`src/hw/rtl/hhlp_pkg.sv`:
```
// Package for the HTTP header line parser: parser states, event and error codes,
// character constants and the result word type. No dependencies.
package hhlp_pkg;

	localparam int  FieldPosW = 13;
	localparam int  ValueMax  = 4096;
	localparam logic [12:0] ValueLimitRst = 13'd256;

	localparam logic [7:0] CharCr    = 8'h0D;
	localparam logic [7:0] CharLf    = 8'h0A;
	localparam logic [7:0] CharColon = 8'h3A;
	localparam logic [7:0] CharSpace = 8'h20;

	typedef enum logic [9:0] {
		ST_START  = 10'b00_0000_0001,
		ST_KEY    = 10'b00_0000_0010,
		ST_COLON  = 10'b00_0000_0100,
		ST_SPACE  = 10'b00_0000_1000,
		ST_VALUE  = 10'b00_0001_0000,
		ST_CR     = 10'b00_0010_0000,
		ST_LF     = 10'b00_0100_0000,
		ST_END_CR = 10'b00_1000_0000,
		ST_DONE   = 10'b01_0000_0000,
		ST_ERROR  = 10'b10_0000_0000
	} hhlp_state_t;

	typedef enum logic [2:0] {
		EV_SKIP     = 3'd0,
		EV_KEY      = 3'd1,
		EV_COLON    = 3'd2,
		EV_SPACE    = 3'd3,
		EV_VALUE    = 3'd4,
		EV_PAIR     = 3'd5,
		EV_HDR_DONE = 3'd6,
		EV_ERROR    = 3'd7
	} hhlp_event_t;

	typedef enum logic [2:0] {
		ERR_NONE       = 3'd0,
		ERR_KEY_BREAK  = 3'd1,
		ERR_NO_SPACE   = 3'd2,
		ERR_NO_LF      = 3'd3,
		ERR_VALUE_LONG = 3'd4,
		ERR_END_NO_LF  = 3'd5,
		ERR_KEY_LONG   = 3'd6
	} hhlp_cause_t;

	typedef struct packed {
		hhlp_cause_t          cause;
		hhlp_event_t          ev;
		logic [FieldPosW-1:0] pos;
		logic [7:0]           data;
	} hhlp_res_t;

endpackage

```
`src/hw/rtl/http_header_line_parser.sv`:
```
// Top level of the HTTP header line parser: input register, parser core and
// result register with stream handshakes. Depends on hhlp_pkg and hhlp_core.
//
// Usage:
//   s_* channel carries one header byte per word; s_tuser is the restart flag,
//   which returns the parser to its start state before the byte is handled.
//   m_* channel gives exactly one result word per input word, in order.
//   cfg_we/cfg_wdata write max_value_bytes (0 acts as 1, above 4096 as 4096);
//   write only while no word is in flight.
// Path: an accepted byte passes the input register, then the result register,
//   where its result word waits until it is taken.
// Throughput: one byte per cycle while m_tready is high, set by the combinational
//   classify and count path in the core between the two registers.
// Reset: arst_n clears both stages, puts the parser in its start state and
//   sets the value limit to 256.
// Stall: while m_tready is low the result word holds; one more byte is taken
//   into the input register, after which s_tready drops until the output
//   drains.
module http_header_line_parser import hhlp_pkg::*; #(
	parameter int MAX_KEY_LEN = 256
) (
	input  logic        clk,
	input  logic        arst_n,
	input  logic        cfg_we,
	input  logic [12:0] cfg_wdata,
	input  logic        s_tvalid,
	output logic        s_tready,
	input  logic [7:0]  s_tdata,   // [7:0] data_byte
	input  logic        s_tuser,   // [0] restart
	output logic        m_tvalid,
	input  logic        m_tready,
	output logic [23:0] m_tdata,   // [7:0] byte_out, [20:8] field_position, rest zero
	output logic [5:0]  m_tuser    // [2:0] event_res, [5:3] error_cause
);

	logic        vld_s1, vld_s2;
	logic [7:0]  byte_s1;
	logic        restart_s1;
	hhlp_res_t   res_s2, core_res;
	logic [12:0] limit_q, cfg_clamped;
	logic        out_load, adv;

	assign out_load = !vld_s2 || m_tready;
	assign adv      = vld_s1 && out_load;
	assign s_tready = !vld_s1 || out_load;

	always_comb begin
		if (cfg_wdata == 13'd0) begin
			cfg_clamped = 13'd1;
		end else if (cfg_wdata > 13'(ValueMax)) begin
			cfg_clamped = 13'(ValueMax);
		end else begin
			cfg_clamped = cfg_wdata;
		end
	end

	always_ff @(posedge clk or negedge arst_n) begin
		if (!arst_n) begin
			vld_s1  <= 1'b0;
			vld_s2  <= 1'b0;
			limit_q <= ValueLimitRst;
		end else begin
			if (cfg_we) limit_q <= cfg_clamped;
			if (s_tready) vld_s1 <= s_tvalid;
			if (out_load) vld_s2 <= vld_s1;
		end
	end

	always_ff @(posedge clk) begin
		if (s_tvalid && s_tready) begin
			byte_s1    <= s_tdata;
			restart_s1 <= s_tuser;
		end
		if (adv) res_s2 <= core_res;
	end

	hhlp_core #(
		.MAX_KEY_LEN(MAX_KEY_LEN)
	) u_core (
		.clk        (clk),
		.arst_n     (arst_n),
		.fire       (adv),
		.data_byte  (byte_s1),
		.restart    (restart_s1),
		.value_limit(limit_q),
		.res        (core_res)
	);

	assign m_tvalid = vld_s2;
	assign m_tdata  = {3'b000, res_s2.pos, res_s2.data};
	assign m_tuser  = {res_s2.cause, res_s2.ev};

`ifndef ASSERT_OFF
	a_cause_iff_error: assert property (@(posedge clk) disable iff (!arst_n)
		m_tvalid |-> ((res_s2.ev == EV_ERROR) == (res_s2.cause != ERR_NONE)))
		else $error("error cause does not match event");
	a_pos_only_fields: assert property (@(posedge clk) disable iff (!arst_n)
		m_tvalid && res_s2.pos != '0 |-> (res_s2.ev == EV_KEY || res_s2.ev == EV_VALUE))
		else $error("field position on a non-field event");
	a_full_blocks_input: assert property (@(posedge clk) disable iff (!arst_n)
		vld_s1 && vld_s2 && !m_tready |-> !s_tready)
		else $error("input taken with both stages full and output stalled");
	a_limit_range: assert property (@(posedge clk) disable iff (!arst_n)
		limit_q != 13'd0 && limit_q <= 13'(ValueMax))
		else $error("value limit out of range");
`endif

endmodule

```
`src/hw/rtl/hhlp_core.sv`:
```
// Parser core: state, key and value counters, and the byte classifier.
// Depends on hhlp_pkg.
module hhlp_core import hhlp_pkg::*; #(
	parameter int MAX_KEY_LEN = 256
) (
	input  logic        clk,
	input  logic        arst_n,
	input  logic        fire,        // advance: word in the input register is consumed
	input  logic [7:0]  data_byte,
	input  logic        restart,
	input  logic [12:0] value_limit, // already clamped to 1..4096
	output hhlp_res_t   res
);

	localparam int KeyW = $clog2(MAX_KEY_LEN + 1);
	localparam logic [KeyW-1:0] KeyMax = KeyW'(MAX_KEY_LEN);

	hhlp_state_t      state_q, st_eff, st_nxt;
	logic [KeyW-1:0]  key_cnt_q, kc_eff, kc_nxt;
	logic [12:0]      val_cnt_q, vc_eff, vc_nxt;

	always_comb begin
		st_eff = restart ? ST_START : state_q;
		kc_eff = restart ? '0 : key_cnt_q;
		vc_eff = restart ? '0 : val_cnt_q;

		st_nxt    = st_eff;
		kc_nxt    = kc_eff;
		vc_nxt    = vc_eff;
		res.data  = data_byte;
		res.ev    = EV_SKIP;
		res.pos   = '0;
		res.cause = ERR_NONE;

		unique case (st_eff) inside
			ST_START, ST_LF: begin
				if (st_eff == ST_LF && data_byte == CharCr) begin
					st_nxt = ST_END_CR;
				end else if (st_eff == ST_LF && data_byte == CharLf) begin
					st_nxt    = ST_ERROR;
					res.ev    = EV_ERROR;
					res.cause = ERR_KEY_BREAK;
				end else if (data_byte == CharCr || data_byte == CharLf) begin
					// leading line breaks before the first key
					st_nxt = ST_START;
				end else begin
					st_nxt = ST_KEY;
					kc_nxt = KeyW'(1);
					vc_nxt = '0;
					res.ev = EV_KEY;
				end
			end
			ST_KEY: begin
				if (data_byte == CharColon) begin
					st_nxt = ST_COLON;
					res.ev = EV_COLON;
				end else if (data_byte == CharCr || data_byte == CharLf) begin
					st_nxt    = ST_ERROR;
					res.ev    = EV_ERROR;
					res.cause = ERR_KEY_BREAK;
				end else if (kc_eff >= KeyMax) begin
					st_nxt    = ST_ERROR;
					res.ev    = EV_ERROR;
					res.cause = ERR_KEY_LONG;
				end else begin
					kc_nxt  = kc_eff + KeyW'(1);
					res.ev  = EV_KEY;
					res.pos = FieldPosW'(kc_eff);
				end
			end
			ST_COLON: begin
				if (data_byte != CharSpace) begin
					st_nxt    = ST_ERROR;
					res.ev    = EV_ERROR;
					res.cause = ERR_NO_SPACE;
				end else begin
					st_nxt = ST_SPACE;
					res.ev = EV_SPACE;
				end
			end
			ST_SPACE: begin
				// byte after the single space is always the first value byte
				st_nxt = ST_VALUE;
				vc_nxt = 13'd1;
				res.ev = EV_VALUE;
			end
			ST_VALUE: begin
				if (data_byte == CharCr) begin
					st_nxt = ST_CR;
				end else if (vc_eff >= value_limit) begin
					st_nxt    = ST_ERROR;
					res.ev    = EV_ERROR;
					res.cause = ERR_VALUE_LONG;
				end else begin
					vc_nxt  = vc_eff + 13'd1;
					res.ev  = EV_VALUE;
					res.pos = vc_eff;
				end
			end
			ST_CR: begin
				if (data_byte != CharLf) begin
					st_nxt    = ST_ERROR;
					res.ev    = EV_ERROR;
					res.cause = ERR_NO_LF;
				end else begin
					st_nxt = ST_LF;
					kc_nxt = '0;
					vc_nxt = '0;
					res.ev = EV_PAIR;
				end
			end
			ST_END_CR: begin
				if (data_byte != CharLf) begin
					st_nxt    = ST_ERROR;
					res.ev    = EV_ERROR;
					res.cause = ERR_END_NO_LF;
				end else begin
					st_nxt = ST_DONE;
					res.ev = EV_HDR_DONE;
				end
			end
			ST_DONE: begin
				st_nxt = ST_DONE;
			end
			default: begin
				st_nxt = ST_ERROR;
			end
		endcase
	end

	always_ff @(posedge clk or negedge arst_n) begin
		if (!arst_n) begin
			state_q   <= ST_START;
			key_cnt_q <= '0;
			val_cnt_q <= '0;
		end else if (fire) begin
			state_q   <= st_nxt;
			key_cnt_q <= kc_nxt;
			val_cnt_q <= vc_nxt;
		end
	end

`ifndef ASSERT_OFF
	a_key_cnt_bound: assert property (@(posedge clk) disable iff (!arst_n)
		key_cnt_q <= KeyMax)
		else $error("key count beyond limit");
	a_done_holds: assert property (@(posedge clk) disable iff (!arst_n)
		fire && !restart && state_q == ST_DONE |=> state_q == ST_DONE)
		else $error("left done state without restart");
	a_error_holds: assert property (@(posedge clk) disable iff (!arst_n)
		fire && !restart && state_q == ST_ERROR |-> res.ev == EV_SKIP)
		else $error("event reported while in error state");
`endif

endmodule
```
`config.mk`:
```
export PLATFORM = sky130hd
export DESIGN_NAME = http_header_line_parser
export DESIGN_NICKNAME = d
export VERILOG_FILES = /design/src/hw/rtl/hhlp_pkg.sv /design/src/hw/rtl/http_header_line_parser.sv /design/src/hw/rtl/hhlp_core.sv
export SDC_FILE = /design/constraint.sdc
export NUM_CORES = 1
export LEC_CHECK = 0
export BUFFER_PORTS_ARGS = -buffer_cell sky130_fd_sc_hd__buf_2
export CAP_MARGIN = 20
export CORE_AREA = 4 4 117 85
export CTS_CLUSTER_DIAMETER = 150
export DETAILED_ROUTE_END_ITERATION = 8
export DIE_AREA = 0 0 121 89
export PLACE_DENSITY = 0.75
export SKIP_CTS_REPAIR_TIMING = 1
export SKIP_LAST_GASP = 1
export SYNTH_ARGS = -nofsm -noshare
export SYNTH_HDL_FRONTEND = slang
export SYNTH_SLANG_ARGS = --single-unit
```
`constraint.sdc`:
```
create_clock -name clk -period 4.3 [get_ports clk]
set_input_delay 0.645 -clock clk [delete_from_list [all_inputs] [get_ports clk]]
set_output_delay 0.645 -clock clk [all_outputs]
set_load 0.1 [all_outputs]
```
==> metrics.yaml, run 1 <==
status: "complete, no violations"
cp.arrival_ns: 3.64
syn_inst: 470
clk_path_buf_depth: 2
seq_area_frac_synth_pct: 47.6
ant_nets: 0
fin_skew_ns: 0.00498
grt_overflow_total: 0
post-place-ws_ns: 0.943
drt_iter0_markers: 381
synth_xor_area_share_pct: 1.08
post-route-min-period_ns: 3.41
yosys_warnings: 0
drt-pass1-iter-count: 5
cts_tree: "done"
ys_seq_elements: 83
synth_edf_count: 36
p_per_area_mw_per_mm2: 370
cts.sinks: 83
drt_wl_total_mm: 11.6
muxShareOfSynthArea_pct: 1.29
finalHoldViolCount: 0
cpLargestDelayFamily: "simple AND/OR/NAND/NOR gates"
port-buffer-count: 55
final_core_util_pct: 61.1
fin_crit_sh_pct: 79.4
synthSimpleGateAreaFrac_pct: 24.8
cp_slowest_stage_delay_ns: 0.62
drc: 0
fin_nets: 565
fp.dieW_um: 121
synth_area_mm2: 0.00475
root_buffer: "clkbuf_16"
ys.flop_type: "dfrtp_1"
grt_max_degree: 48
syn2layout_area_growth_pct: 14.5
crit_path_max_fanout: 15
grt_pass1_wl_mm: 18.8
synth_adder_area_share_pct: 4.19
synth_area_per_cell_um2: 10.1
synthTopCellsByArea: "dfrtp_1 24%, edfxtp_1 23%, nand2_1 4.0%"
start_util_pct: 53.4
ios: 59
slowest_stage: "edfxtp_1"
cts_max_level: 3
place_hpwl_mm: 8.37
ys_async_sr_fraction_pct: 56.6
die-area_mm2: 0.0108
route.vias.total: 3983
path_clk_slew_ns: 0.06
startpoint_type: "flip-flop"
layout-drive-gt1-share_pct: 19.9
vias_per_cell: 6.11
p_leak_nw: 2.29
end_kind: "flip-flop"
antenna_found_initial: 0
fmax_mhz: 293
critical_path_buf_inv_count: 1
ys_types: 80
worstSetupPathType: "flip-flop to flip-flop"
synth_top_area_share_pct: 23.7
grt_usage_pct: 22.3
hp-class: "input pin to async pin"
slew_headroom_pct: 44.0
cp.required_ns: 4.52
cts_buffers: 9
finalInstanceArea_mm2: 0.00544
maxSlewViolCount: 0
synth_top_cell_by_area: "dfrtp_1"
setup_tns_ns: 0
cp_cell_sequence: "nand2b_1, inv_1, ha_1, nand4_1, nor2_1, nand3_2, o311ai_4, nor3_2, ha_1, a21oi_1, nor2_1, a221o_1"
die-height_um: 89
clock_latency_ns: 0.34
grt_setup_unrepaired: "false"
dpl_cell_area_mm2: 0.00512
row_count: 29
synth-compound-area-share_pct: 17.0
synth_top_family_by_area: "simple AND/OR/NAND/NOR gates"
wl_per_cell_um: 17.8
setup_viol: 0
grt_pass1_vias: 3665
setup_slack_ns: 0.886
core_area_mm2: 0.00889
tightest_slew_ns: 0.833
gp_congestion: 0.983
ir_drop_mv: 0.208
insertedDiodeCount: 0
rrSetupSlack_ns: 0.89
drv_cap: 0
-- cell usage after synthesis, types with 13 or more instances --
master	number
nand3_1	18
nor2_1	30
edfxtp_1	36
o21ai_0	30
nor2b_1	14
ha_1	15
nand4_1	15
nand2_1	51
a21oi_1	13
dfrtp_1	45
inv_1	19
-- kinds of logic (layout without fill, tap and decap cells) --
family	count (synthesis)	count (layout)
other	1	3
multiplexers	6	6
buffers and inverters	42	98
XOR/XNOR	5	5
AND/OR/NAND/NOR	205	205
adder cells (fa/ha/maj)	16	16
flip-flops	83	83
AO/OA/AOI/OAI	112	112
-- final timing paths --
| kind | startpoint | end | cells after the start |
|---|---|---|---|
| worst max-delay path | restart_s1 | u_core.val_cnt_q[0] | 12 |
| worst min-delay path | arst_n | limit_q[7] | 1 |
| worst max register to register | restart_s1 | u_core.val_cnt_q[0] | 12 |
| worst min register to register | byte_s1[5] | m_tdata[5] | 0 |
| max in group asynchronous | arst_n | u_core.state_q[0] | 2 |
| min in group clk | s_tdata[1] | byte_s1[1] | 1 |
-- layout by cell type, fill, tap and decap left out, types with 4 or more instances in the layout --
| cell | instances |
|---|---|
| a21o_1 | 4 |
| a21oi_1 | 13 |
| a22o_1 | 9 |
| a31oi_1 | 5 |
| and2_1 | 10 |
| and3_1 | 7 |
| and4_1 | 5 |
| buf_2 | 55 |
| buf_4 | 6 |
| clkbuf_16 | 9 |
| dfrtp_1 | 45 |
| edfxtp_1 | 36 |
| ha_1 | 15 |
| inv_1 | 19 |
| mux2i_1 | 5 |
| nand2_1 | 51 |
| nand2b_1 | 10 |
| nand3_1 | 18 |
| nand3b_1 | 4 |
| nand4_1 | 15 |
| nor2_1 | 30 |
| nor2b_1 | 14 |
| nor3_1 | 5 |
| nor3b_1 | 4 |
| nor4_1 | 11 |
| o211ai_1 | 4 |
| o21ai_0 | 30 |
| o21ai_1 | 5 |
| o31ai_1 | 8 |
-- state kept, by name, indices dropped and copies added, names as in the netlist --
| register | flops |
|---|---|
| m_tdata | 21 |
| limit_q | 13 |
| u_core.val_cnt_q | 13 |
| u_core.state_q | 10 |
| u_core.key_cnt_q | 9 |
| byte_s1 | 8 |
| m_tuser | 6 |
| m_tvalid | 1 |
| restart_s1 | 1 |
| vld_s1 | 1 |
-- power by group --
group / internal [mW] / switching [mW]
Combinational: 0.0770 / 0.270
Clock: 0.463 / 0.305
Sequential: 0.875 / 0.0242
Total: 1.41 / 0.599
-- per-layer routing --
metal	wire (µm)	global-route usage [%]	part of all wire (%)	vias to the layer above
met5	0	0	0	-
met4	227	8.95	2.0	0
met3	1030	5.31	8.9	21
met2	4900	31.3	42	201
met1	5440	33.3	47	1897
li1	-	-	-	1864
-- cell type report --
cell class              instances  area [µm²]
clock buffers                  11         243
clock inverters                 5        53.8
fillers                       722        3450
inverters                      20        75.1
multi-input cells             347        2310
flip-flops and latches         83        2260
well taps                     124         155
repair buffers                 62         340
-- through the flow --
step	total power, mW	instances	hold WS (ns)
final	2.01	652	0.279
after global routing	2.08	652	0.327
after CTS	2.02	651	0.472
after detailed placement	1.26	635	0.484
after global placement	1.25	635	0.479
after floorplan	1.18	472	0.349
Note: power is estimated with default switching activity, not from simulation.
==> inputs of run 2 (changes only) <==
Clock period 4.3 ns to 3.31 ns, I/O delays scaled along.
==> metrics.yaml, run 2 (synthesized netlist as in run 1, its figures left out) <==
status: "complete, no violations"
cts_tree: "done"
worstSetupEndpoint: "u_core.val_cnt_q[0]"
startpoint_type: "flip-flop"
fin_nets: 577  # +2.1%
root_buffer: "clkbuf_16"
drt_iter0_markers: 453  # +19%
grt_overflow_total: 0  # unchanged
rrSetupSlack_ns: 0.30  # -0.58 ns
post-route-min-period_ns: 3.01  # -0.408 ns
mostFrequentLayoutCell: "buf_2"
grt_pass1_wl_mm: 19.6  # +4.7%
maxSlewViolCount: 0  # unchanged
layout-drive-gt1-share_pct: 21.5  # +1.6 points
antenna_found_initial: 0  # unchanged
hp-class: "input pin to flip-flop"
row_count: 29  # unchanged
port-buffer-count: 55  # unchanged
drv_cap: 0  # unchanged
grt_pass1_vias: 3645  # -0.55%
drt-pass1-iter-count: 7  # +2
syn2layout_area_growth_pct: 16.5
post-place-ws_ns: 0.373  # -0.570 ns
slew_headroom_pct: 42.9  # -1.1 points
ant_nets: 0  # unchanged
grt_usage_pct: 23.5  # +1.2 points
largest_reg_flops: 21  # unchanged
ios: 59  # unchanged
p_total_mw: 2.60  # +29%
instances_no_fill: 664  # +1.8%
cts_max_level: 3  # unchanged
finalInstanceArea_mm2: 0.00553  # +1.7%
grt_setup_unrepaired: "false"
insertedDiodeCount: 0  # unchanged
reg2reg_to: "u_core.val_cnt_q[0]"
drc: 0  # unchanged
setup_tns_ns: 0  # unchanged
cts.sinks: 83  # unchanged
grt_max_degree: 48  # unchanged
end_kind: "flip-flop"
die-height_um: 89  # unchanged
path_clk_slew_ns: 0.06  # about the same
gp_congestion: 0.942  # -4.2%
clk_path_buf_depth: 2  # unchanged
tightest_slew_ns: 0.853  # +0.0195 ns
cts_buffers: 9  # unchanged
p_leak_nw: 2.36  # +2.9%
crit_start: "restart_s1"
setup_slack_ns: 0.304  # -0.582 ns
p_per_area_mw_per_mm2: 470  # +27%
vias_per_cell: 6.11  # about the same
r2r_start: "restart_s1"
die-area_mm2: 0.0108  # unchanged
fin_skew_ns: 0.00975  # +0.00477 ns
fp.dieW_um: 121  # unchanged
start_util_pct: 53.4  # unchanged
drt_wl_total_mm: 12.3  # +5.9%
final_core_util_pct: 62.2  # +1.1 points
route.vias.total: 4056  # +1.8%
cp.required_ns: 3.52  # -1.00 ns
holdWs_ns: 0.340  # +0.0611 ns
wl_per_cell_um: 18.5  # +4.0%
cp.arrival_ns: 3.22  # -0.42 ns
dp.cells: 646  # +1.7%
ir_drop_mv: 0.321  # +54%
worstSetupPathType: "flip-flop to flip-flop"
crit_path_max_fanout: 10  # -5
r2r_cells: 10  # -2
place_hpwl_mm: 9.05  # +8.1%
finalHoldViolCount: 0  # unchanged
min_from: "s_tdata[6]"
fmax_mhz: 333  # +14%
fin_crit_sh_pct: 90.8  # +11 points
dpl_cell_area_mm2: 0.00521  # +1.9%
final_cell_mix: "55 x buf_2, 51 x nand2_1, 45 x dfrtp_1"
setup_viol: 0  # unchanged
core_area_mm2: 0.00889  # unchanged
clock_latency_ns: 0.34  # about the same
## run 2: changes by cell type in the layout (fill, tap and decap cells not counted)
cell,before,now
clkinv_4,0,1
clkinv_1,2,1
buf_12,1,2
dlygate4sd3_1,0,1
buf_4,6,16
clkbuf_1,1,2
clkbuf_8,1,0
clkinvlp_4,2,0
clkinv_2,1,3
## run 2: report_power, final
part	switching (mW)	internal, mW
Combinational	0.358	0.105
Clock	0.387	0.582
Sequential	0.0319	1.14
## run 2: worst min-delay path by stage
stage / to / depth (start not counted)
2_1_floorplan: limit_q[0] / 0
3_3_place_gp: m_tvalid / 1
3_5_place_dp: m_tdata[5] / 0
4_1_cts: byte_s1[2] / 1
5_1_grt: byte_s1[5] / 1
6_report: byte_s1[6] / 1
## run 2: layout make-up
type / instances / area [µm²]
clock buffers: 11 / 233
clock inverters: 5 / 53.8
fillers: 730 / 3360
inverters: 20 / 75.1
multi-input cells: 347 / 2310
flip-flops and latches: 83 / 2260
well taps: 124 / 155
repair buffers: 74 / 445
## run 2: critical path: stages (launching register included)
cell and delay [ns]:
edfxtp_1 0.53, nor2b_1 0.28, ha_1 0.30, a211oi_1 0.22, nor2_1 0.08, a311o_2 0.46, nor3_2 0.27, ha_1 0.27
a21oi_1 0.14, nor2_1 0.06, a221o_1 0.27
## run 2: per-layer routing
layer / global-route usage, % / share of wire, %
met1: 35.4 / 46
met2: 32.2 / 41
met3: 8.41 / 12
met4: 5.76 / 1.5
met5: 0 / 0
==> inputs of run 3 (changes only) <==
Settings changed: CORE_AREA 4 4 117 85 to 4 4 98 100, DIE_AREA 0 0 121 89 to 0 0 102 104.
==> metrics.yaml, run 3 (synthesized netlist as in run 1, its figures left out) <==
clock_latency_ns: 0.35  # about the same
gp_congestion: 0.922  # -2.0%
largest_reg_flops: 21  # unchanged
cp_cell_sequence: "nand2b_1, inv_1, ha_1, nand4_1, nor2_1, nand3_2, o311ai_4, buf_4, nor4_4, buf_4, a22o_1"
cp.arrival_ns: 3.09  # -0.13 ns
fill_cells: 747  # +2.3%
root_buffer: "clkbuf_8"
wl_met2_mm: 5.49  # +9.0%
wl_per_cell_um: 18.0  # -2.8%
die-height_um: 104  # +17%
cts_max_level: 3  # unchanged
tightest_slew_ns: 0.801  # -0.0520 ns
drv_cap: 0  # unchanged
fin_crit_sh_pct: 90.5  # -0.37 points
row_count: 34  # +17%
route.vias.total: 3974  # -2.0%
grt_overflow_total: 0  # unchanged
end_kind: "flip-flop"
fp.dieW_um: 102  # -16%
worstSetupPathType: "flip-flop to flip-flop"
clk_path_buf_depth: 2  # unchanged
ant_nets: 0  # unchanged
setup_slack_ns: 0.316  # +0.0121 ns
seqCellArea_mm2: 0.00226  # unchanged
cts.sinks: 83  # unchanged
mostFrequentLayoutCell: "buf_2"
dp.cells: 635  # -1.7%
met3_wirelength_um: 855  # -40%
cts_tree: "done"
grt_setup_unrepaired: "false"
final_cell_mix: "55 x buf_2, 51 x nand2_1, 45 x dfrtp_1"
ir_drop_mv: 0.221  # -31%
instances_no_fill: 651  # -2.0%
slew_headroom_pct: 46.4  # +3.5 points
layout-drive-gt1-share_pct: 22.3  # +0.80 points
finalInstanceArea_mm2: 0.00544  # -1.7%
post-place-ws_ns: 0.248  # -0.125 ns
slowest_stage: "edfxtp_1"
finalHoldViolCount: 0  # unchanged
drt_iter0_markers: 396  # -13%
cp_common_cell: "buf_4"
post-route-min-period_ns: 2.99  # -0.0121 ns
cts_buffers: 9  # unchanged
grt_max_degree: 45  # -6.3%
p_leak_nw: 2.33  # -1.2%
grt_usage_pct: 22.3  # -1.2 points
path_clk_slew_ns: 0.09  # +0.03 ns
insertedDiodeCount: 0  # unchanged
vias_per_cell: 6.10  # about the same
hp-class: "input pin to async pin"
start_util_pct: 54.7  # +1.3 points
startpoint_type: "flip-flop"
drt-pass1-iter-count: 5  # -2
p_per_area_mw_per_mm2: 436  # -7.3%
multi_input_area_mm2: 0.00231  # +0.27%
fin_skew_ns: 0.0158  # +0.00601 ns
top_layer: "met4"
die-area_mm2: 0.0106  # -1.5%
status: "complete, no violations"
dpl_cell_area_mm2: 0.00523  # +0.34%
maxSlewViolCount: 0  # unchanged
syn2layout_area_growth_pct: 14.6
cp_slowest_stage_delay_ns: 0.56  # +0.03 ns
place_hpwl_mm: 8.65  # -4.4%
fin_nets: 580  # +0.52%
setup_viol: 0  # unchanged
drc: 0  # unchanged
grt_pass1_vias: 3702  # +1.6%
drt_wl_total_mm: 11.7  # -4.7%
setup_tns_ns: 0  # unchanged
r2r_start: "restart_s1"
crit_path_max_fanout: 12  # +2
antenna_found_initial: 0  # unchanged
drt-met1-wl_mm: 5.33  # -5.6%
ios: 59  # unchanged
port-buffer-count: 55  # unchanged
core_area_mm2: 0.00868  # -2.4%
fmax_mhz: 334  # +0.40%
crit_start: "restart_s1"
grt_pass1_wl_mm: 19.0  # -3.1%
cp.required_ns: 3.41  # -0.11 ns
-- run 3: layer usage --
layer,track usage (%),vias up
li1,-,1890
met1,33.8,1915
met2,33.9,164
met3,4.09,5
met4,3.75,0
met5,0,-
-- run 3: critical path: cells and delay by family (launching register included) --
family                     cells  cell delay [ns]
DFF                            1             0.56
buffers and inverters          3             0.49
adders and majority gates      1             0.29
and+or+nand+nor                5             0.80
AOI/OAI and AO/OA              2             0.60
-- run 3: layout make-up --
class	count	area share [%]
multi-input cells	347	42.6
flip-flops and latches	83	41.5
repair buffers	77	8.33
clock buffers	11	2.60
well taps	108	2.48
inverters	20	1.38
clock inverters	5	1.10
-- run 3: final timing paths --
path	cells after the start	end	slack [ns]
min in group clk	1	byte_s1[6]	0.32
max	11	m_tdata[10]	0.32
max reg2reg	11	m_tdata[10]	0.32
min reg2reg	1	m_tvalid	0.49
min	1	limit_q[2]	0.22
max in group asynchronous	2	limit_q[8]	2.30
-- run 3: per-stage QoR --
stage                     total power [mW]  util [%]  hold WS (ns)
after CTS                             2.38      62.6         0.250
final                                 2.37      62.7         0.221
after detailed placement              1.64      60.3         0.494
after global routing                  2.48      62.7         0.280
after floorplan                       1.53         -         0.201
after global placement                1.63      60.3         0.472
-- run 3: report_power, final --
| part | internal (mW) | switching [mW] | leakage [nW] |
|---|---|---|---|
| Combinational | 0.104 | 0.354 | 1.25 |
| Sequential | 1.13 | 0.0329 | 0.976 |
| Clock | 0.373 | 0.372 | 0.0999 |
